===== config.mk =====
export PLATFORM = sky130hd
export DESIGN_NAME = cdi_ctrl
export DESIGN_NICKNAME = d
export VERILOG_FILES = /design/src/rtl/cdi_pkg.sv /design/src/rtl/cdi_ctrl.sv
export VERILOG_INCLUDE_DIRS = /design/src /design/src/rtl
export SDC_FILE = /design/constraint.sdc
export NUM_CORES = 1
export LEC_CHECK = 0
export ABC_AREA = 1
export BUFFER_PORTS_ARGS = -buffer_cell sky130_fd_sc_hd__buf_4
export CAP_MARGIN = 20
export CORE_AREA = 2 2 39 41
export CTS_CLUSTER_DIAMETER = 200
export DETAILED_ROUTE_END_ITERATION = 12
export DIE_AREA = 0 0 41 43
export PLACE_DENSITY_LB_ADDON = 0.08
export SYNTH_ARGS = -nofsm -noshare
export SYNTH_HDL_FRONTEND = slang
export SYNTH_SLANG_ARGS = --single-unit

===== constraint.sdc =====
create_clock -name clk -period 1.42 [get_ports clk]
set_input_delay 0.284 -clock clk [delete_from_list [all_inputs] [get_ports clk]]
set_output_delay 0.284 -clock clk [all_outputs]
set_load 0.02 [all_outputs]

===== src/rtl/cubic_definite_integrator_top_macros.svh =====
`ifndef CUBIC_DEFINITE_INTEGRATOR_TOP_MACROS_SVH
`define CUBIC_DEFINITE_INTEGRATOR_TOP_MACROS_SVH

// a implies b in the same cycle
`define CDI_ASSERT_IMP(lbl, clk, rst_n, a, b) \
  lbl: assert property (@(posedge clk) disable iff (!rst_n) (a) |-> (b)) \
    else $error("assertion failed");

// a implies b in the next cycle
`define CDI_ASSERT_NXT(lbl, clk, rst_n, a, b) \
  lbl: assert property (@(posedge clk) disable iff (!rst_n) (a) |=> (b)) \
    else $error("assertion failed");

`endif


===== src/rtl/cdi_pkg.sv =====
`default_nettype none
package cdi_pkg;

  localparam int IN_W   = 24;
  localparam int CNT_W  = 16;
  localparam int D_W    = 17;
  localparam int OUT_W  = 48;
  localparam int ST_W   = 2;
  localparam int QW     = 57;
  localparam int ACC_W  = 64;
  localparam int F_W    = 42;
  localparam int MAX_INTERVALS_DEF = 65535;

  localparam logic [ST_W-1:0] STATUS_OK   = 2'd0;
  localparam logic [ST_W-1:0] STATUS_SAT  = 2'd1;
  localparam logic [ST_W-1:0] STATUS_ZERO = 2'd2;

  localparam logic OP_SIMPSON = 1'b0;
  localparam logic OP_TRAP    = 1'b1;

  localparam logic [OUT_W-1:0] VAL_MAX = 48'h7FFF_FFFF_FFFF;
  localparam logic [OUT_W-1:0] VAL_MIN = 48'h8000_0000_0000;

  typedef enum logic [3:0] {
    ST_IDLE,
    ST_PREP,
    ST_DIVS,
    ST_SAMPLE,
    ST_DRAIN,
    ST_MAG,
    ST_MULH,
    ST_MULL,
    ST_QSTART,
    ST_DIVQ,
    ST_FIN
  } cdi_state_t;

  typedef struct packed {
    logic load;
    logic div_start;
    logic div_sel_q;
    logic take_step;
    logic issue;
    logic take_mag;
    logic mul_hi;
    logic mul_lo;
    logic load_out;
  } cdi_cmd_t;

  typedef struct packed {
    logic cnt_zero;
    logic div_done;
    logic last_point;
    logic pipe_empty;
    logic out_free;
  } cdi_sts_t;

endpackage
`default_nettype wire


===== src/rtl/cdi_ctrl.sv =====
`default_nettype none
`include "cubic_definite_integrator_top_macros.svh"
module cdi_ctrl (
  input  wire logic              clk,
  input  wire logic              rst_n,
  input  wire logic              in_valid,
  output logic                   in_stall,
  input  wire cdi_pkg::cdi_sts_t sts,
  output cdi_pkg::cdi_cmd_t      cmd
);

  cdi_pkg::cdi_state_t state_r, state_nxt;

  always_ff @(posedge clk) begin
    if (!rst_n) begin
      state_r <= cdi_pkg::ST_IDLE;
    end else begin
      state_r <= state_nxt;
    end
  end

  always_comb begin
    state_nxt = state_r;
    cmd       = '0;
    unique case (state_r)
      cdi_pkg::ST_IDLE: begin
        if (in_valid) begin
          cmd.load  = 1'b1;
          state_nxt = cdi_pkg::ST_PREP;
        end
      end
      cdi_pkg::ST_PREP: begin
        if (sts.cnt_zero) begin
          state_nxt = cdi_pkg::ST_FIN;
        end else begin
          cmd.div_start = 1'b1;
          state_nxt     = cdi_pkg::ST_DIVS;
        end
      end
      cdi_pkg::ST_DIVS: begin
        if (sts.div_done) begin
          cmd.take_step = 1'b1;
          state_nxt     = cdi_pkg::ST_SAMPLE;
        end
      end
      cdi_pkg::ST_SAMPLE: begin
        cmd.issue = 1'b1;
        if (sts.last_point) begin
          state_nxt = cdi_pkg::ST_DRAIN;
        end
      end
      cdi_pkg::ST_DRAIN: begin
        if (sts.pipe_empty) begin
          state_nxt = cdi_pkg::ST_MAG;
        end
      end
      cdi_pkg::ST_MAG: begin
        cmd.take_mag = 1'b1;
        state_nxt    = cdi_pkg::ST_MULH;
      end
      cdi_pkg::ST_MULH: begin
        cmd.mul_hi = 1'b1;
        state_nxt  = cdi_pkg::ST_MULL;
      end
      cdi_pkg::ST_MULL: begin
        cmd.mul_lo = 1'b1;
        state_nxt  = cdi_pkg::ST_QSTART;
      end
      cdi_pkg::ST_QSTART: begin
        cmd.div_start = 1'b1;
        cmd.div_sel_q = 1'b1;
        state_nxt     = cdi_pkg::ST_DIVQ;
      end
      cdi_pkg::ST_DIVQ: begin
        cmd.div_sel_q = 1'b1;
        if (sts.div_done) begin
          state_nxt = cdi_pkg::ST_FIN;
        end
      end
      cdi_pkg::ST_FIN: begin
        if (sts.out_free) begin
          cmd.load_out = 1'b1;
          state_nxt    = cdi_pkg::ST_IDLE;
        end
      end
      default: begin
        state_nxt = cdi_pkg::ST_IDLE;
      end
    endcase
  end

  assign in_stall = (state_r != cdi_pkg::ST_IDLE);

  `CDI_ASSERT_IMP(a_done_when_waiting, clk, rst_n, sts.div_done, (state_r == cdi_pkg::ST_DIVS || state_r == cdi_pkg::ST_DIVQ))
  `CDI_ASSERT_NXT(a_issue_stays, clk, rst_n, cmd.issue, (state_r == cdi_pkg::ST_SAMPLE || state_r == cdi_pkg::ST_DRAIN))
  `CDI_ASSERT_NXT(a_drain_to_mag, clk, rst_n, (state_r == cdi_pkg::ST_DRAIN && sts.pipe_empty), (state_r == cdi_pkg::ST_MAG))
  `CDI_ASSERT_NXT(a_out_then_idle, clk, rst_n, cmd.load_out, (state_r == cdi_pkg::ST_IDLE && !in_stall))

endmodule
`default_nettype wire


Yosys cells after proc, flatten, opt, wreduce, memory -nomap -nowiden
Cells that the tools add are included.
W data, S select, Z words.
{ "classes": {"shifts": 0, "n_reduce_logical": 4, "n_addsub": 0, "n_eq_ne": 16, "mul": 0, "magnitude_cmp": 0, "n_mux": 21, "div_mod_pow": 0, "bitwise": 0} }
{ "op_table": {"columns": ["op", "n"], "rows": [
  ["$pmux W4 S11", 1],
  ["$mux W4", 7],
  ["$eq A4 B3 Y1 const B", 4],
  ["$eq A4 B4 Y1 const B", 3],
  ["$mux W1", 12],
  ["$ne A2 B2 Y1 const B", 6],
  ["$eq A4 B2 Y1 const B", 2],
  ["$reduce_and A6 Y1", 1],
  ["$eq A4 B1 Y1 const B", 1],
  ["$logic_not A4 Y1", 1],
  ["$reduce_bool A4 Y1", 1],
  ["$pmux W1 S2", 1],
  ["$reduce_or A2 Y1", 1]
]} }
{ "word_totals": {"ff_bits": 4, "inputBits": 8, "word_cells": 42, "mem_bits_rw": 0, "memories": 0, "latch_bits": 0, "out_inout_bits": 10, "romBits": 0} }

Longest topological paths before layout
{ "logic_depth": {"ltp_word": 3, "mapped_depth": 9, "mapped_depth_nobuf": 9} }

Worst setup path after synthesis
Ideal clock, no wire load.
{ "synth_path": {"path_kind": "register to output", "from": "register state_r[3]", "to": "output port cmd[7] in the netlist's numbering", "t_required_ps": 1136, "setup_slack_ps": -14, "t_arrival_ps": 1150, "path_buffers": 0, "stages_incl_launch_ff": 4, "cell_sequence": "dfxtp_1 nor2_2 inv_2 o31ai_1"} }
{ "synth_lines": {"columns": ["element", "line", "rtl"], "rows": [
  ["start: declaration", "cdi_ctrl.sv:12", "cdi_pkg::cdi_state_t state_r, state_nxt;"],
  ["start signal: assignment", "cdi_ctrl.sv:16", "state_r <= cdi_pkg::ST_IDLE;"],
  ["start signal: assignment", "cdi_ctrl.sv:18", "state_r <= state_nxt;"],
  ["end: declaration", "cdi_ctrl.sv:9", "output cdi_pkg::cdi_cmd_t cmd"]
]} }

==> key figures <==
Cells and area
  • Largest Register: state_r
  • P&R area growth vs syn: 60.40%
  • Layout fillers: 163
  • Share of layout cells above drive strength 1: 51.09%
  • Final nets: 102
  • Max reg flops: 4
  • Post-route cell area: 598.1 um2
  • Diodes inserted: 0
  • Regs by FF count: state_r: 4 flops

Route
  • Top layer in use: met4
  • Vias post-DR: 461
  • Drc violations: 0
  • Met2 routed WL: 481 um
  • Post-Route WL: 993 um
  • Post-route ant nets: 0
  • First-pass DRT Iterations: 2
  • Wire per inst: 9.194 um
  • Met1 wire length: 445 um
  • Iter 0 DRT Violations: 5
  • WL met3: 60 um
  • Vias per cell: 4.269

Floorplanning
  • Area of the core: 1384 um2
  • FP Rows: 14
  • Top Ports: 18
  • Initial Util: 26.94%
  • Die area: 1763 um2
  • Width of the chip: 41 um
  • Die Height: 43 um

Clock tree
  • Clk Tree Root Cell: clkbuf_4
  • CTS tree: done
  • CTS sink count: 4
  • # H-tree levels: 1
  • Max clock buf depth: 2
  • Worst-skew pair later-pin latency: 0.23 ns
  • CTS clk-pin slew, worst paths: 0.04 ns
  • Cts bufs inserted: 3

Timing
  • Worst-Margin Slew: 0.1926 ns
  • Skew final: 0.002608 ns
  • Fmax: 692.3 MHz
  • RSZ-0062 raised after global routing: true
  • Slew margin rel.: 87.14%
  • Final Hold Fails: 0
  • Pins over their slew limit: 0
  • Final WS setup: -0.02441 ns
  • Setup-failing EPs final: 2
  • Final worst path period share: 101.7%
  • Post-route minimum period: 1.444 ns

Placed design
  • Gpl congestion: 0.7861
  • Buffers on Ports: 17
  • Placed instance area: 525.5 um2
  • DP HPWL: 796.4 um
  • DP Worst Slack: 0.07837 ns

Critical path
  • Worst path required time: 1.14 ns
  • Worst setup path category: flop to output port
  • Critical path data arrival time: 1.16 ns
  • Peak fanout along the critical path: 6
  • Crit path launch type: flop
  • Crit end category: output port

Synthesis
  • Post-synth design cell area: 372.9 um2
  • Synth area leader: dfxtp_1
  • Synth top area share: 21.48%
  • Sequential-to-total area share from yosys stat: 21.48%
  • Syn Inst Count: 70
  • Syn_nets: 78
  • #FFs+latches synth: 4
  • Unique masters post-synth: 15
  • Yosys warns: 0
  • Average size of a mapped cell: 5.327 um2
  • Area contributors post-synth: dfxtp_1 (21%), nand2_1 (16%), nor2_1 (13%), inv_1 (11%), nand3_1 (9.4%)

Global routing
  • Gr ovfl total: 0
  • Initial antenna violation count: 0
  • Total track usage: 12.85%
  • First-pass GRT wire length: 1518 um
  • Largest net degree at the start of global routing: 8
  • Vias in the first global route: 394

Pwr
  • VDD IR max: 1015 uV
  • Pwr Density: 2264 nW/um2
  • Lkg Pwr: 0.3343 nW

Status
  • Violated checks: setup timing
  • Status: finished, violations left

Job
  • Maxcap violations: 0

Hold path
  • Min-delay worst type: input pin to flop
[Yosys cell counts]
master	n
o21ai_2	1
a21boi_1	1
nor2_1	13
nor2_2	5
nor3_1	2
nand2_2	1
inv_2	4
inv_1	11
a21oi_1	2
nand3_1	7
nand4_1	1
o21ai_1	1
dfxtp_1	4
o31ai_1	1
nand2_1	16
[repair_timing]
| item | CTS | global route |
|---|---|---|
| setup endpoints to repair | 9 | 11 |
| hold buffers | 0 | 0 |
| cloned | 0 | 0 |
| setup buffers | 1 | 1 |
| resized for setup | 7 | 8 |
| pin swaps | 2 | 1 |
[routing by layer]
layer,vias to the layer above,global-route usage (%)
met4,0,8.000
met3,2,3.141
met2,10,19.06
met5,-,0
met1,189,15.76
li1,260,-
[path summary, 6_finish.rpt]
check | from | end | slack [ns] | depth (start not counted)
min reg2reg | state_r[0]$_SDFFE_PN0P_ | state_r[0]$_SDFFE_PN0P_ | 0.60 | 4
max reg2reg | state_r[2]$_SDFFE_PN0P_ | state_r[1]$_SDFFE_PN0P_ | 0.11 | 10
max | state_r[2]$_SDFFE_PN0P_ | cmd[7] | -0.02 | 4
min | rst_n | state_r[3]$_SDFFE_PN0P_ | 0.30 | 3
[cell families (layout without fill, tap and decap cells)]
group	count (synthesis)	after routing	share of synthesized area (%)
AOI/OAI and AO/OA	6	6	10.40
buffers and inverters	15	37	15.10
DFF	4	4	21.48
and+or+nand+nor	45	45	53.02
[where the power goes]
group	switching (mW)	leakage, nW	internal (mW)
clock network	0.0444	0.0138	0.0944
registers	0.0849	0.0347	0.180
logic	0.585	0.286	0.365
[critical path, cell delays in order (launching register included)]
cell and delay [ns]:
dfxtp_2 0.34, nor2_4 0.18, inv_2 0.07, o31ai_2 0.17, buf_4 0.17
[stage by stage]
stage                      TNS, ns  hold WS [ns]  utilization, %  cells  total power, mW
after floorplan                  0        0.4187               -     70           0.8539
after global placement           0        0.5501           37.97    103            1.131
after detailed placement         0        0.5444           37.97    103            1.113
after CTS                 -0.09993        0.2962           40.96    107            1.291
after global routing       -0.3303        0.3211           43.22    108            1.496
final                     -0.02874        0.3026           43.22    108            1.354
[layout by cell type (no fill, tap or decap), drive strengths merged, types with 2 or more instances in the layout]
cell type,count
a21oi,2
buf,19
clkbuf,3
dfxtp,4
inv,15
nand2,17
nand3,7
nor2,18
nor3,2
o21ai,2
[cell type report]
class	count	area [um2]	area share, %
Multi-Input combinational cell	51	269.0	44.98
Timing Repair Buffer	19	142.6	23.85
Sequential cell	4	87.58	14.64
Inverter	15	56.30	9.414
Clock buffer	3	22.52	3.766
Tap cell	16	20.02	3.347
(Power assumes the default switching activity.)
